**src/design/tcpq_pkg.sv**
```systemverilog
// Package for the two-class priority queue: sizes, operation codes and cell link types.
`timescale 1ns / 1ps

package tcpq_pkg;

    // Storage sizes
    localparam int QUEUE_DEPTH = 16;
    localparam int ID_BITS     = 16;

    // Counter width able to hold QUEUE_DEPTH itself
    localparam int CNT_W = $clog2(QUEUE_DEPTH + 1);

    // Fixed field widths at the ports
    localparam int PERSON_ID_W = 16;
    localparam int COUNT_W     = 5;
    localparam int KIND_W      = 2;
    localparam int S_TDATA_W   = 24;
    localparam int M_TDATA_W   = 32;

    // Operation codes carried in tuser
    typedef enum logic [KIND_W-1:0] {
        OP_INSERT     = 2'd0,
        OP_SERVE_GEN  = 2'd1,
        OP_SERVE_PREF = 2'd2,
        OP_WITHDRAW   = 2'd3
    } tcpq_kind_t;

    // Command broadcast to every cell
    typedef struct packed {
        logic               en;        // a transfer is taken this cycle
        tcpq_kind_t         op;
        logic [ID_BITS-1:0] key;       // id to insert or withdraw
        logic               ins_pref;  // class of the inserted entry
        logic               ins_ok;    // insert passes duplicate and full checks
        logic               pref_any;  // at least one preferred entry queued
    } tcpq_cmd_t;

    // Signals rippled from one cell to the next, head to tail
    typedef struct packed {
        logic               valid_prev;  // previous cell holds an entry
        logic               head_pick;   // remove this cell (head serve)
        logic               pref_seen;   // a preferred entry sits ahead
        logic               removing;    // removal point is at or ahead
        logic               found;       // key matched ahead
        logic [ID_BITS-1:0] taken_id;    // id of the removed entry
        logic               taken_pref;  // class of the removed entry
    } tcpq_link_t;

endpackage

```
**src/design/tcpq_cell.sv**
```systemverilog
// One queue slot: holds an id and class flag, compares, and shifts toward the head.
`timescale 1ns / 1ps

module tcpq_cell (
    input  logic                        aclk,
    input  tcpq_pkg::tcpq_cmd_t         cmd,
    input  logic                        valid,     // slot below occupancy
    input  tcpq_pkg::tcpq_link_t        link_in,
    input  logic [tcpq_pkg::ID_BITS-1:0] nb_id,    // tail-side neighbor
    input  logic                        nb_pref,
    output logic [tcpq_pkg::ID_BITS-1:0] id_out,
    output logic                        pref_out,
    output tcpq_pkg::tcpq_link_t        link_out
);

    logic [tcpq_pkg::ID_BITS-1:0] id_reg;
    logic                         pref_reg;
    logic                         match;
    logic                         hit_here;
    logic                         shift;
    logic                         first_free;

    // Compare and pick the removal point
    always_comb begin
        match      = valid && (id_reg == cmd.key);
        hit_here   = link_in.head_pick
                   || ((cmd.op == tcpq_pkg::OP_WITHDRAW) && match)
                   || ((cmd.op == tcpq_pkg::OP_SERVE_PREF) && cmd.pref_any
                       && valid && pref_reg && !link_in.pref_seen);
        shift      = link_in.removing || hit_here;
        first_free = !valid && link_in.valid_prev;
    end

    // Link toward the tail
    always_comb begin
        link_out.valid_prev = valid;
        link_out.head_pick  = 1'b0;
        link_out.pref_seen  = link_in.pref_seen || (valid && pref_reg);
        link_out.removing   = shift;
        link_out.found      = link_in.found || match;
        link_out.taken_id   = hit_here ? id_reg : link_in.taken_id;
        link_out.taken_pref = hit_here ? pref_reg : link_in.taken_pref;
    end

    // Slot contents: close the gap on removal, load on append
    always_ff @(posedge aclk) begin
        if (cmd.en) begin
            if (shift) begin
                id_reg   <= nb_id;
                pref_reg <= nb_pref;
            end else if ((cmd.op == tcpq_pkg::OP_INSERT) && cmd.ins_ok && first_free) begin
                id_reg   <= cmd.key;
                pref_reg <= cmd.ins_pref;
            end
        end
    end

    assign id_out   = id_reg;
    assign pref_out = pref_reg;

endmodule

```
**src/design/two_class_priority_queue.sv**
```systemverilog
// Top level of the two-class priority queue: cell chain, counters and result register.
//
// Usage:
//   s_axis carries one operation per transfer: tuser holds the kind (insert,
//   serve general, serve preferred, withdraw), tdata holds the id and the
//   preferred flag. m_axis returns exactly one result per operation: success,
//   served id, and the total and preferred counts after the operation.
//   The result is valid in the cycle after the input transfer. Throughput
//   is one operation per cycle while results are taken; every slot compares and
//   shifts in that cycle, and the cycle time is set by the ripple of the
//   removal and match flags through the row of QUEUE_DEPTH cells.
//   Results sit in an output register; a new input is taken while the held
//   result is being taken in the same cycle. When the receiver stalls,
//   s_axis_tready drops until the held result is taken.
//   Reset empties the queue (counts to zero) and clears m_axis_tvalid; slot
//   contents are not cleared, only slots below the occupancy are ever read.
`timescale 1ns / 1ps

module two_class_priority_queue (
    input  logic                           aclk,
    input  logic                           aresetn,
    input  logic                           s_axis_tvalid,
    output logic                           s_axis_tready,
    // [15:0] person_id, [16] is_preferred, [23:17] zero
    input  logic [tcpq_pkg::S_TDATA_W-1:0] s_axis_tdata,
    // [1:0] kind
    input  logic [tcpq_pkg::KIND_W-1:0]    s_axis_tuser,
    output logic                           m_axis_tvalid,
    input  logic                           m_axis_tready,
    // [0] success, [16:1] served_id, [21:17] total_count,
    // [26:22] preferred_count, [31:27] zero
    output logic [tcpq_pkg::M_TDATA_W-1:0] m_axis_tdata
);

    localparam int D  = tcpq_pkg::QUEUE_DEPTH;
    localparam int CW = tcpq_pkg::CNT_W;

    logic                         accept;
    tcpq_pkg::tcpq_kind_t         op;
    tcpq_pkg::tcpq_cmd_t          cmd;
    tcpq_pkg::tcpq_link_t         link [D+1];
    logic [tcpq_pkg::ID_BITS-1:0] cell_id [D];
    logic                         cell_pref [D];
    logic [D-1:0]                 cell_valid;

    logic [CW-1:0] occ_reg, occ_next;
    logic [CW-1:0] pcnt_reg, pcnt_next;
    logic          full;
    logic          empty;
    logic          ok;
    logic [tcpq_pkg::PERSON_ID_W-1:0] served;

    logic                             m_valid_reg;
    logic                             res_ok_reg;
    logic [tcpq_pkg::PERSON_ID_W-1:0] res_served_reg;
    logic [tcpq_pkg::COUNT_W-1:0]     res_total_reg;
    logic [tcpq_pkg::COUNT_W-1:0]     res_pref_reg;

    // Handshake
    assign s_axis_tready = !m_valid_reg || m_axis_tready;
    assign accept        = s_axis_tvalid && s_axis_tready;
    assign op            = tcpq_pkg::tcpq_kind_t'(s_axis_tuser);
    assign full          = (occ_reg == CW'(D));
    assign empty         = (occ_reg == '0);

    // Command to all cells
    always_comb begin
        cmd.en       = accept;
        cmd.op       = op;
        cmd.key      = tcpq_pkg::ID_BITS'(s_axis_tdata[tcpq_pkg::PERSON_ID_W-1:0]);
        cmd.ins_pref = s_axis_tdata[tcpq_pkg::PERSON_ID_W];
        cmd.ins_ok   = !link[D].found && !full;
        cmd.pref_any = (pcnt_reg != '0);
    end

    // Entry of the chain at the head
    always_comb begin
        link[0].valid_prev = 1'b1;
        link[0].head_pick  = (op == tcpq_pkg::OP_SERVE_GEN)
                          || ((op == tcpq_pkg::OP_SERVE_PREF) && (pcnt_reg == '0));
        link[0].pref_seen  = 1'b0;
        link[0].removing   = 1'b0;
        link[0].found      = 1'b0;
        link[0].taken_id   = '0;
        link[0].taken_pref = 1'b0;
    end

    // Row of cells
    for (genvar i = 0; i < D; i++) begin : g_cell
        logic [tcpq_pkg::ID_BITS-1:0] nb_id;
        logic                         nb_pref;

        assign cell_valid[i] = (CW'(i) < occ_reg);

        if (i == D - 1) begin : g_tail
            assign nb_id   = '0;
            assign nb_pref = 1'b0;
        end else begin : g_mid
            assign nb_id   = cell_id[i+1];
            assign nb_pref = cell_pref[i+1];
        end

        tcpq_cell u_cell (
            .aclk     (aclk),
            .cmd      (cmd),
            .valid    (cell_valid[i]),
            .link_in  (link[i]),
            .nb_id    (nb_id),
            .nb_pref  (nb_pref),
            .id_out   (cell_id[i]),
            .pref_out (cell_pref[i]),
            .link_out (link[i+1])
        );
    end

    // Outcome and new counts
    always_comb begin
        ok        = 1'b0;
        served    = '0;
        occ_next  = occ_reg;
        pcnt_next = pcnt_reg;
        case (op)
            tcpq_pkg::OP_INSERT: begin
                ok = cmd.ins_ok;
                if (ok) begin
                    occ_next  = occ_reg + CW'(1);
                    pcnt_next = pcnt_reg + CW'(cmd.ins_pref);
                end
            end
            tcpq_pkg::OP_SERVE_GEN, tcpq_pkg::OP_SERVE_PREF: begin
                ok = !empty;
                if (ok) begin
                    served    = tcpq_pkg::PERSON_ID_W'(link[D].taken_id);
                    occ_next  = occ_reg - CW'(1);
                    pcnt_next = pcnt_reg - CW'(link[D].taken_pref);
                end
            end
            tcpq_pkg::OP_WITHDRAW: begin
                ok = link[D].found;
                if (ok) begin
                    occ_next  = occ_reg - CW'(1);
                    pcnt_next = pcnt_reg - CW'(link[D].taken_pref);
                end
            end
            default: begin
                ok = 1'b0;
            end
        endcase
    end

    // Counters
    always_ff @(posedge aclk) begin
        if (!aresetn) begin
            occ_reg  <= '0;
            pcnt_reg <= '0;
        end else if (accept) begin
            occ_reg  <= occ_next;
            pcnt_reg <= pcnt_next;
        end
    end

    // Result valid
    always_ff @(posedge aclk) begin
        if (!aresetn) begin
            m_valid_reg <= 1'b0;
        end else if (accept) begin
            m_valid_reg <= 1'b1;
        end else if (m_axis_tready) begin
            m_valid_reg <= 1'b0;
        end
    end

    // Result payload
    always_ff @(posedge aclk) begin
        if (accept) begin
            res_ok_reg     <= ok;
            res_served_reg <= served;
            res_total_reg  <= tcpq_pkg::COUNT_W'(occ_next);
            res_pref_reg   <= tcpq_pkg::COUNT_W'(pcnt_next);
        end
    end

    assign m_axis_tvalid = m_valid_reg;
    assign m_axis_tdata  = tcpq_pkg::M_TDATA_W'({res_pref_reg, res_total_reg,
                                                 res_served_reg, res_ok_reg});

    // Checks
    a_pref_le_total: assert property (@(posedge aclk) disable iff (!aresetn)
        pcnt_reg <= occ_reg)
        else $error("preferred count exceeds total count");

    a_occ_bound: assert property (@(posedge aclk) disable iff (!aresetn)
        occ_reg <= CW'(D))
        else $error("occupancy beyond queue depth");

    a_result_follows: assert property (@(posedge aclk) disable iff (!aresetn)
        accept |=> m_valid_reg)
        else $error("accepted operation produced no result");

    a_fail_no_id: assert property (@(posedge aclk) disable iff (!aresetn)
        (m_valid_reg && !res_ok_reg) |-> (res_served_reg == '0))
        else $error("failed operation reports a served id");

endmodule
```
**config.mk**
```make
export PLATFORM = sky130hd
export DESIGN_NAME = two_class_priority_queue
export DESIGN_NICKNAME = d
export VERILOG_FILES = /design/src/design/tcpq_pkg.sv /design/src/design/tcpq_cell.sv /design/src/design/two_class_priority_queue.sv
export SDC_FILE = /design/constraint.sdc
export NUM_CORES = 1
export LEC_CHECK = 0
export BUFFER_PORTS_ARGS = -buffer_cell sky130_fd_sc_hd__buf_2
export CAP_MARGIN = 20
export CORE_MARGIN = 5
export CORE_UTILIZATION = 55
export DETAILED_ROUTE_END_ITERATION = 7
export GPL_TIMING_DRIVEN = 0
export PLACE_DENSITY = 0.8
export SYNTH_ARGS = -nofsm -noshare
export SYNTH_HDL_FRONTEND = slang
export SYNTH_SLANG_ARGS = --single-unit
```
**constraint.sdc**
```tcl
create_clock -name aclk -period 7.84 [get_ports aclk]
set_clock_uncertainty 0.1 [all_clocks]
set_input_delay 1.176 -clock aclk [delete_from_list [all_inputs] [get_ports aclk]]
set_output_delay 1.176 -clock aclk [all_outputs]
set_load 0.02 [all_outputs]
```
==> parameters.txt, run 1 <==
Parameter                              Value

Finish
  Final instance count without filler cells    roughly 2800
  Area Growth Syn to Fin    11.22%
  Net count reported at finish    ~2300
  Multi-input combinational cell area    11610 µm²
  Core utilization of the finished layout    a little over 60%
  Filler Cells Inserted    between 3000 and 4000
  Number of flip-flops in the largest register    roughly 260
  Register area    between 9000 and 10000 µm²
  Ratio of cells with drive above 1 in the final layout    roughly a fifth
  Final cell area excluding filler cells    about 24000 µm²

Drt
  Via density per instance    7.075
  Number of DRC markers in iteration 0    approximately 3200
  1st-pass router iterations    8
  Total detailed-routing wirelength    just under 90000 µm
  Number of vias after detailed routing    between 15000 and 20000
  WL per Instance    31.22 µm
  Post-route antenna net violation count    0
  Post-detailed-route DRC marker count    0

Clock tree
  Htree depth    2
  CTS Buf Count    37
  Maximum root-to-sink buffer count    3
  Post_cts resized    0
  Clock input transition at the sequential cells of the worst setup and hold paths    around 60 ps
  Post-CTS Hold Fix Bufs    0
  Cell at the root of the clock tree    sky130_fd_sc_hd__clkbuf_16
  Number of buffers inserted to repair setup after CTS    0
  Worst skew pair latency    580 ps
  Number of sinks driven by the clock tree    310
  CTS tree    yes

STA
  Share of the cycle needed by the critical path after routing    just over 90%
  Worst slew margin relative to its limit    17.15%
  Clock period minus final worst setup slack    just over 7000 ps
  Setup TNS after final layout    0 ps
  Final worst setup slack    around 720 ps
  Count of final setup violators    0
  Endpoints failing hold    0
  Number of max-slew violations in the final report    0
  Worst hold margin    473.0 ps
  Slew at the pin closest to its max-slew limit    approximately 1200 ps
  Achievable frequency    140.5 MHz
  Setup repair after global routing missed its margin    false

Critical path
  Worst endpoint data arrival time    roughly 7300 ps
  Critical path's top delay family    compound AO/OA/AOI/OAI gates
  Required arrival time at the worst endpoint    8010 ps
  Crit path buffers/inverters    4
  Worst path max stage delay    between 900 and 1000 ps
  Worst Setup Path Type    register to register
  Max Fanout on Critical Path    10
  Critical path cell sequence    buf_2, buf_1, inv_1, ha_1, o21ba_2, o21ai_1, nor4b_2, nand2_1, o31ai_1, clkbuf_1, a21oi_1, o21ai_0, o21ai_0, ha_1, ha_1, a21oi_1, a221oi_1, a21oi_1
  Launching element type of the critical path    register
  Category of the worst setup path capture point    register
  Max stage delay cell, worst path    sky130_fd_sc_hd__nor4b_2

Synthesis
  Most common library cells after synthesis    299 x sky130_fd_sc_hd__edfxtp_1, 204 x sky130_fd_sc_hd__mux2_2, 153 x sky130_fd_sc_hd__xor2_1
  Top flip-flop cell by instance count after synthesis    sky130_fd_sc_hd__edfxtp_1
  Synth Cell Area    approximately 22000 µm²
  Register area share after synthesis    between 40% and 50%
  Cells after synthesis    approximately 2100
  Yosys reg bits    310
  Number of synthesis warnings    0
  Leading cell types by total area after synthesis    sky130_fd_sc_hd__edfxtp_1 41%, sky130_fd_sc_hd__mux2_2 11%, sky130_fd_sc_hd__xor2_1 6.2%, sky130_fd_sc_hd__xnor2_1 4.4%, sky130_fd_sc_hd__nor2_1 2.5%
  Number of enable-type register cells in the synthesized netlist    between 200 and 300
  Synthesized area divided by synthesized cell count    approximately 10 µm²
  Top-area cell type share of the netlist area    between 40% and 50%
  Proportion of register bits with asynchronous set or reset after synthesis    0%
  Most area-hungry cell type in the Yosys netlist    sky130_fd_sc_hd__edfxtp_1
  Most common cell in the netlist    sky130_fd_sc_hd__edfxtp_1
  Count of different cell masters after synthesis    85

Power and ir drop
  Largest vdd supply drop    approximately 0.24 mV
  Cell leakage power    just over 8 nW
  Pint    approximately 3.5 mW
  Power after layout    between 4 and 5 mW
  Switching part of the total    ~31%
  Power spent charging and discharging nets    1.523 mW
  Part of the power in registers    around 42%
  Power share of the clock group    ~38%
  Power per cell area    a little over 200 nW/µm²
  Gate power share    19.7%

Die
  Starting density of the core    a little under three fifths
  Floorplan Core Area    a little under 40000 µm²
  Std cell rows    a little over 70
  Chip Height    between 200 and 250 µm
  Die Footprint    between 40000 and 50000 µm²
  Horiz. Die Dim    about 210 µm
  Total I/O pin count    between 60 and 70

GRT
  Vias in the first global route    18280
  Grt ovf    0
  First-pass GRT wire length    124100 µm
  Pin count of the biggest net entering global routing    27
  Total Routing Usage GR    a little under two fifths
  Initial antenna violation count    1

Placed design
  Instance area at placement    roughly 23000 µm²
  DP HPWL    67870 µm
  Dpl cells    between 2000 and 3000
  Post-place setup slack    slightly above 500 ps
  Count of input and output buffers    35
  GP Congestion    between 1 and 1.5

Status
  Status    finished, final reports clean

Job
  Number of max-capacitance violations reported    0

Min path
  Worst hold path type    register to register
==> cells in the final DEF, fill, tap and decap left out, drive strengths merged, types with 12 or more instances in the layout <==
cell	n
a211oi	36
a21oi	80
a22o	17
a22oi	32
a31oi	21
and2	28
and3	15
buf	125
clkbuf	168
clkinv	18
edfxtp	299
ha	13
inv	39
mux2	241
nand2	138
nand3	88
nand4	41
nor2	145
nor3	43
nor4	50
o211ai	23
o21ai	75
o22ai	18
o311ai	19
o31ai	24
or3	12
or4	56
xnor2	110
xor2	153
==> area by class of cell <==
| cell class | count | share of cell area (%) |
|---|---|---|
| tap | 518 | 2.681 |
| buffer | 199 | 3.638 |
| multi-input combinational | 1596 | 48.03 |
| clock inverter | 28 | 1.361 |
| timing repair buffer | 54 | 1.780 |
| antenna | 1 | 0.01035 |
| inverter | 37 | 0.5745 |
| sequential | 310 | 38.05 |
| clock buffer | 40 | 3.876 |
==> power by group through the flow <==
stage / registers, mW / logic (mW) / clock network (mW)
6_report: 2.11 / 0.983 / 1.89
5_1_grt: 2.12 / 1.02 / 1.94
4_1_cts: 2.11 / 0.945 / 1.87
3_5_place_dp: 2.14 / 0.937 / 0
3_3_place_gp: 2.14 / 0.893 / 0
2_1_floorplan: 2.11 / 0.607 / 0
==> worst reg2reg max path: stages (launching register included) <==
cell	delay [ps]
sky130_fd_sc_hd__dfxtp_1	360
sky130_fd_sc_hd__buf_2	200
sky130_fd_sc_hd__buf_1	260
sky130_fd_sc_hd__inv_1	230
sky130_fd_sc_hd__ha_1	260
sky130_fd_sc_hd__o21ba_2	210
sky130_fd_sc_hd__o21ai_1	230
sky130_fd_sc_hd__nor4b_2	910
sky130_fd_sc_hd__nand2_1	510
sky130_fd_sc_hd__o31ai_1	890
sky130_fd_sc_hd__clkbuf_1	700
sky130_fd_sc_hd__a21oi_1	130
sky130_fd_sc_hd__o21ai_0	220
sky130_fd_sc_hd__o21ai_0	270
sky130_fd_sc_hd__ha_1	330
sky130_fd_sc_hd__ha_1	300
sky130_fd_sc_hd__a21oi_1	60
sky130_fd_sc_hd__a221oi_1	490
sky130_fd_sc_hd__a21oi_1	160
==> path summary, 6_finish.rpt <==
kind                                    start               to  slack [ps]  depth (start not counted)
worst max-delay path               occ_reg[1]  res_pref_reg[1]         720                         18
worst min-delay path            m_axis_tvalid    m_axis_tvalid         470                          2
worst max register to register     occ_reg[1]  res_pref_reg[1]         720                         18
worst min register to register  m_axis_tvalid    m_axis_tvalid         470                          2
==> metal layers <==
metal | GRT usage, % | share of wire, % | up-vias | routed length, µm
met4 | 17.69 | 5.9 | 0 | 5113
li1 | - | - | 8205 | -
met1 | 53.48 | 38 | 9624 | 33270
met2 | 56.59 | 43 | 1580 | 37100
met3 | 8.668 | 13 | 282 | 11420
met5 | 0 | 0 | - | 0
==> logic make-up (layout without fill, tap and decap cells) <==
kind of cell	count (synthesis)	count (layout)	synth area share [%]
AND/OR/NAND/NOR	666	666	16.19
AO/OA/AOI/OAI	400	400	12.44
flip-flops	310	310	42.32
XOR/XNOR	263	263	10.60
multiplexers	249	249	13.01
buffers and inverters	236	358	4.680
adder cells (fa/ha/maj)	13	13	0.7483
other	1	6	0.01725
Note: power is estimated with default switching activity, not from simulation.
==> run 2: changes to the inputs <==
--- a/config.mk
+++ b/config.mk
@@ -5,13 +5,14 @@
 export SDC_FILE = /design/constraint.sdc
 export NUM_CORES = 1
 export LEC_CHECK = 0
-export BUFFER_PORTS_ARGS = -buffer_cell sky130_fd_sc_hd__buf_2
 export CAP_MARGIN = 20
 export CORE_MARGIN = 5
 export CORE_UTILIZATION = 55
+export CTS_BUF_LIST = sky130_fd_sc_hd__clkbuf_16
 export DETAILED_ROUTE_END_ITERATION = 7
+export DONT_BUFFER_PORTS = 1
 export GPL_TIMING_DRIVEN = 0
-export PLACE_DENSITY = 0.8
+export PLACE_DENSITY = 0.78
 export SYNTH_ARGS = -nofsm -noshare
 export SYNTH_HDL_FRONTEND = slang
 export SYNTH_SLANG_ARGS = --single-unit
==> parameters.txt, run 2 (synthesized netlist as in run 1, its figures left out) <==
Parameter                              Value

Status
  Status    finished, final reports clean

STA
  Achievable frequency    about 140 MHz
  Setup repair after global routing missed its margin    false
  Count of final setup violators    0
  Slew at the pin closest to its max-slew limit    ~1200 ps
  Clock period minus final worst setup slack    7198 ps
  Number of max-slew violations in the final report    0
  Share of the cycle needed by the critical path after routing    ~92%
  Endpoints failing hold    0
  Worst slew margin relative to its limit    about a fifth
  Setup TNS after final layout    0 ps

Die
  Floorplan Core Area    between 30000 and 40000 µm²
  Chip Height    between 200 and 250 µm
  Starting density of the core    roughly 56%
  Horiz. Die Dim    208.8 µm
  Die Footprint    43600 µm²
  Total I/O pin count    64
  Std cell rows    72

Drt
  Number of vias after detailed routing    ~19000
  1st-pass router iterations    7
  Via density per instance    between 7 and 8
  Total detailed-routing wirelength    ~85000 µm
  Post-detailed-route DRC marker count    0
  Number of DRC markers in iteration 0    roughly 3000
  WL per Instance    30.89 µm
  Post-route antenna net violation count    0

Critical path
  Category of the worst setup path capture point    register
  Crit path buffers/inverters    4
  Critical path cell sequence    clkbuf_1, buf_2, clkbuf_1, xnor2_1, nand4_1, nor3_1, nand4_1, nand2_1, clkbuf_1, nand2_1, a21oi_1, o21ai_0, o21ai_0, ha_1, ha_1, nand2_1, o211ai_1, o311ai_0, o21ai_0, o21ai_0
  Critical path's top delay family    simple AND/OR/NAND/NOR gates
  Worst Setup Path Type    primary input to register
  Worst path max stage delay    approximately 650 ps
  CP dominant cell by count    sky130_fd_sc_hd__o21ai_0
  Required arrival time at the worst endpoint    ~8000 ps
  Max stage delay cell, worst path    sky130_fd_sc_hd__clkbuf_1
  Max Fanout on Critical Path    10
  Worst endpoint data arrival time    approximately 7400 ps
  Launching element type of the critical path    primary input

Finish
  Filler Cells Inserted    around 3300
  Top library cells by usage in the layout, fill and taps aside    299 x sky130_fd_sc_hd__edfxtp_1, 204 x sky130_fd_sc_hd__mux2_2, 153 x sky130_fd_sc_hd__xor2_1
  Number of flip-flops in the largest register    approximately 260
  Net count reported at finish    2243
  Area Growth Syn to Fin    10.12%
  Final cell area excluding filler cells    approximately 24000 µm²
  Most common cell after layout, fill and taps aside    sky130_fd_sc_hd__edfxtp_1
  Ratio of cells with drive above 1 in the final layout    ~17%

Clock tree
  Clock input transition at the sequential cells of the worst setup and hold paths    60 ps
  Htree depth    2
  Maximum root-to-sink buffer count    3
  Worst skew pair latency    580 ps
  Cell at the root of the clock tree    sky130_fd_sc_hd__clkbuf_16
  Post-CTS Hold Fix Bufs    0
  Post_cts resized    0
  CTS tree    yes
  Number of sinks driven by the clock tree    310
  CTS Buf Count    38
  Number of buffers inserted to repair setup after CTS    0

Power and ir drop
  Largest vdd supply drop    0.1458 mV
  Cell leakage power    about 8 nW
  Power per cell area    roughly 200 nW/µm²
  Power after layout    roughly 4.9 mW

Placed design
  DP HPWL    between 60000 and 70000 µm
  GP Congestion    a little over 1
  Count of input and output buffers    0
  Instance area at placement    between 20000 and 25000 µm²

GRT
  Initial antenna violation count    1
  First-pass GRT wire length    between 100000 and 150000 µm
  Grt ovf    0
  Vias in the first global route    18170
  Pin count of the biggest net entering global routing    25
  Total Routing Usage GR    between 30% and 40%

Job
  Number of max-capacitance violations reported    0

Min path
  Worst hold path type    register to register
## run 2: cell count changes in the layout (fill, tap and decap cells not counted), sizes merged, moves of 2 or more
cell	before	now
buf	125	88
bufinv	7	4
clkbuf	168	166
clkinv	18	20
clkinvlp	1	3
## run 2: worst reg2reg max path: stages (launching register included)
cell	delay (ps)
sky130_fd_sc_hd__dfxtp_1	360
sky130_fd_sc_hd__buf_2	200
sky130_fd_sc_hd__buf_1	290
sky130_fd_sc_hd__inv_1	260
sky130_fd_sc_hd__ha_1	270
sky130_fd_sc_hd__o21ba_2	210
sky130_fd_sc_hd__o21ai_1	230
sky130_fd_sc_hd__or4b_1	450
sky130_fd_sc_hd__buf_2	210
sky130_fd_sc_hd__nor4_1	870
sky130_fd_sc_hd__nor2_1	240
sky130_fd_sc_hd__nand2b_1	160
sky130_fd_sc_hd__clkbuf_1	300
sky130_fd_sc_hd__clkbuf_1	550
sky130_fd_sc_hd__a211oi_1	180
sky130_fd_sc_hd__o21ai_0	560
sky130_fd_sc_hd__ha_1	340
sky130_fd_sc_hd__ha_1	280
sky130_fd_sc_hd__nand2_1	130
sky130_fd_sc_hd__o211ai_1	230
sky130_fd_sc_hd__o311ai_0	180
sky130_fd_sc_hd__o21ai_0	190
sky130_fd_sc_hd__o21ai_0	120
## run 2: final cells by class
class | count | area [µm²] | share of cell area [%]
inverters | 37 | 138.9 | 0.5802
plain buffers | 199 | 879.6 | 3.675
repair buffers | 18 | 237.7 | 0.9932
multi-input cells | 1596 | 11610 | 48.51
clock inverters | 30 | 269.0 | 1.124
well taps | 518 | 648.1 | 2.708
clock buffers | 38 | 950.9 | 3.973
flip-flops and latches | 310 | 9199 | 38.43
diodes | 1 | 2.502 | 0.01045
## run 2: metal layers
metal | vias to the layer above | global-route usage, % | part of all wire (%)
li1 | 8146 | - | -
met1 | 9386 | 50.74 | 38
met2 | 1518 | 55.40 | 43
met3 | 287 | 9.658 | 13
met4 | 0 | 17.19 | 5.8
met5 | - | 0 | 0
## run 2: metrics by stage
step	util (%)	hold WS, ps	cells	setup slack [ps]
6_report	61.51	530.9	2747	642.5
3_3_place_gp	57.56	503.9	2660	-598.0
4_1_cts	61.42	525.2	2743	940.8
5_1_grt	61.50	551.7	2746	493.7
2_1_floorplan	-	465.5	2142	2128
3_5_place_dp	58.28	506.0	2675	565.4
## run 2: power breakdown
| part | leakage [nW] | total, mW | switching, mW | internal, mW |
|---|---|---|---|---|
| Combinational | 4.43 | 0.950 | 0.594 | 0.356 |
| Sequential | 2.89 | 2.13 | 0.135 | 1.99 |
| Clock | 0.600 | 1.80 | 0.783 | 1.02 |
## run 2: path summary, 6_finish.rpt
kind                                  to                        start  cells past startpoint  slack, ps
max reg2reg              res_pref_reg[4]                   occ_reg[1]                     22        660
max                      res_pref_reg[4]              s_axis_tdata[2]                     20        640
min          g_cell[14].u_cell.id_out[8]  g_cell[15].u_cell.id_out[8]                      1        530
min reg2reg  g_cell[14].u_cell.id_out[8]  g_cell[15].u_cell.id_out[8]                      1        530
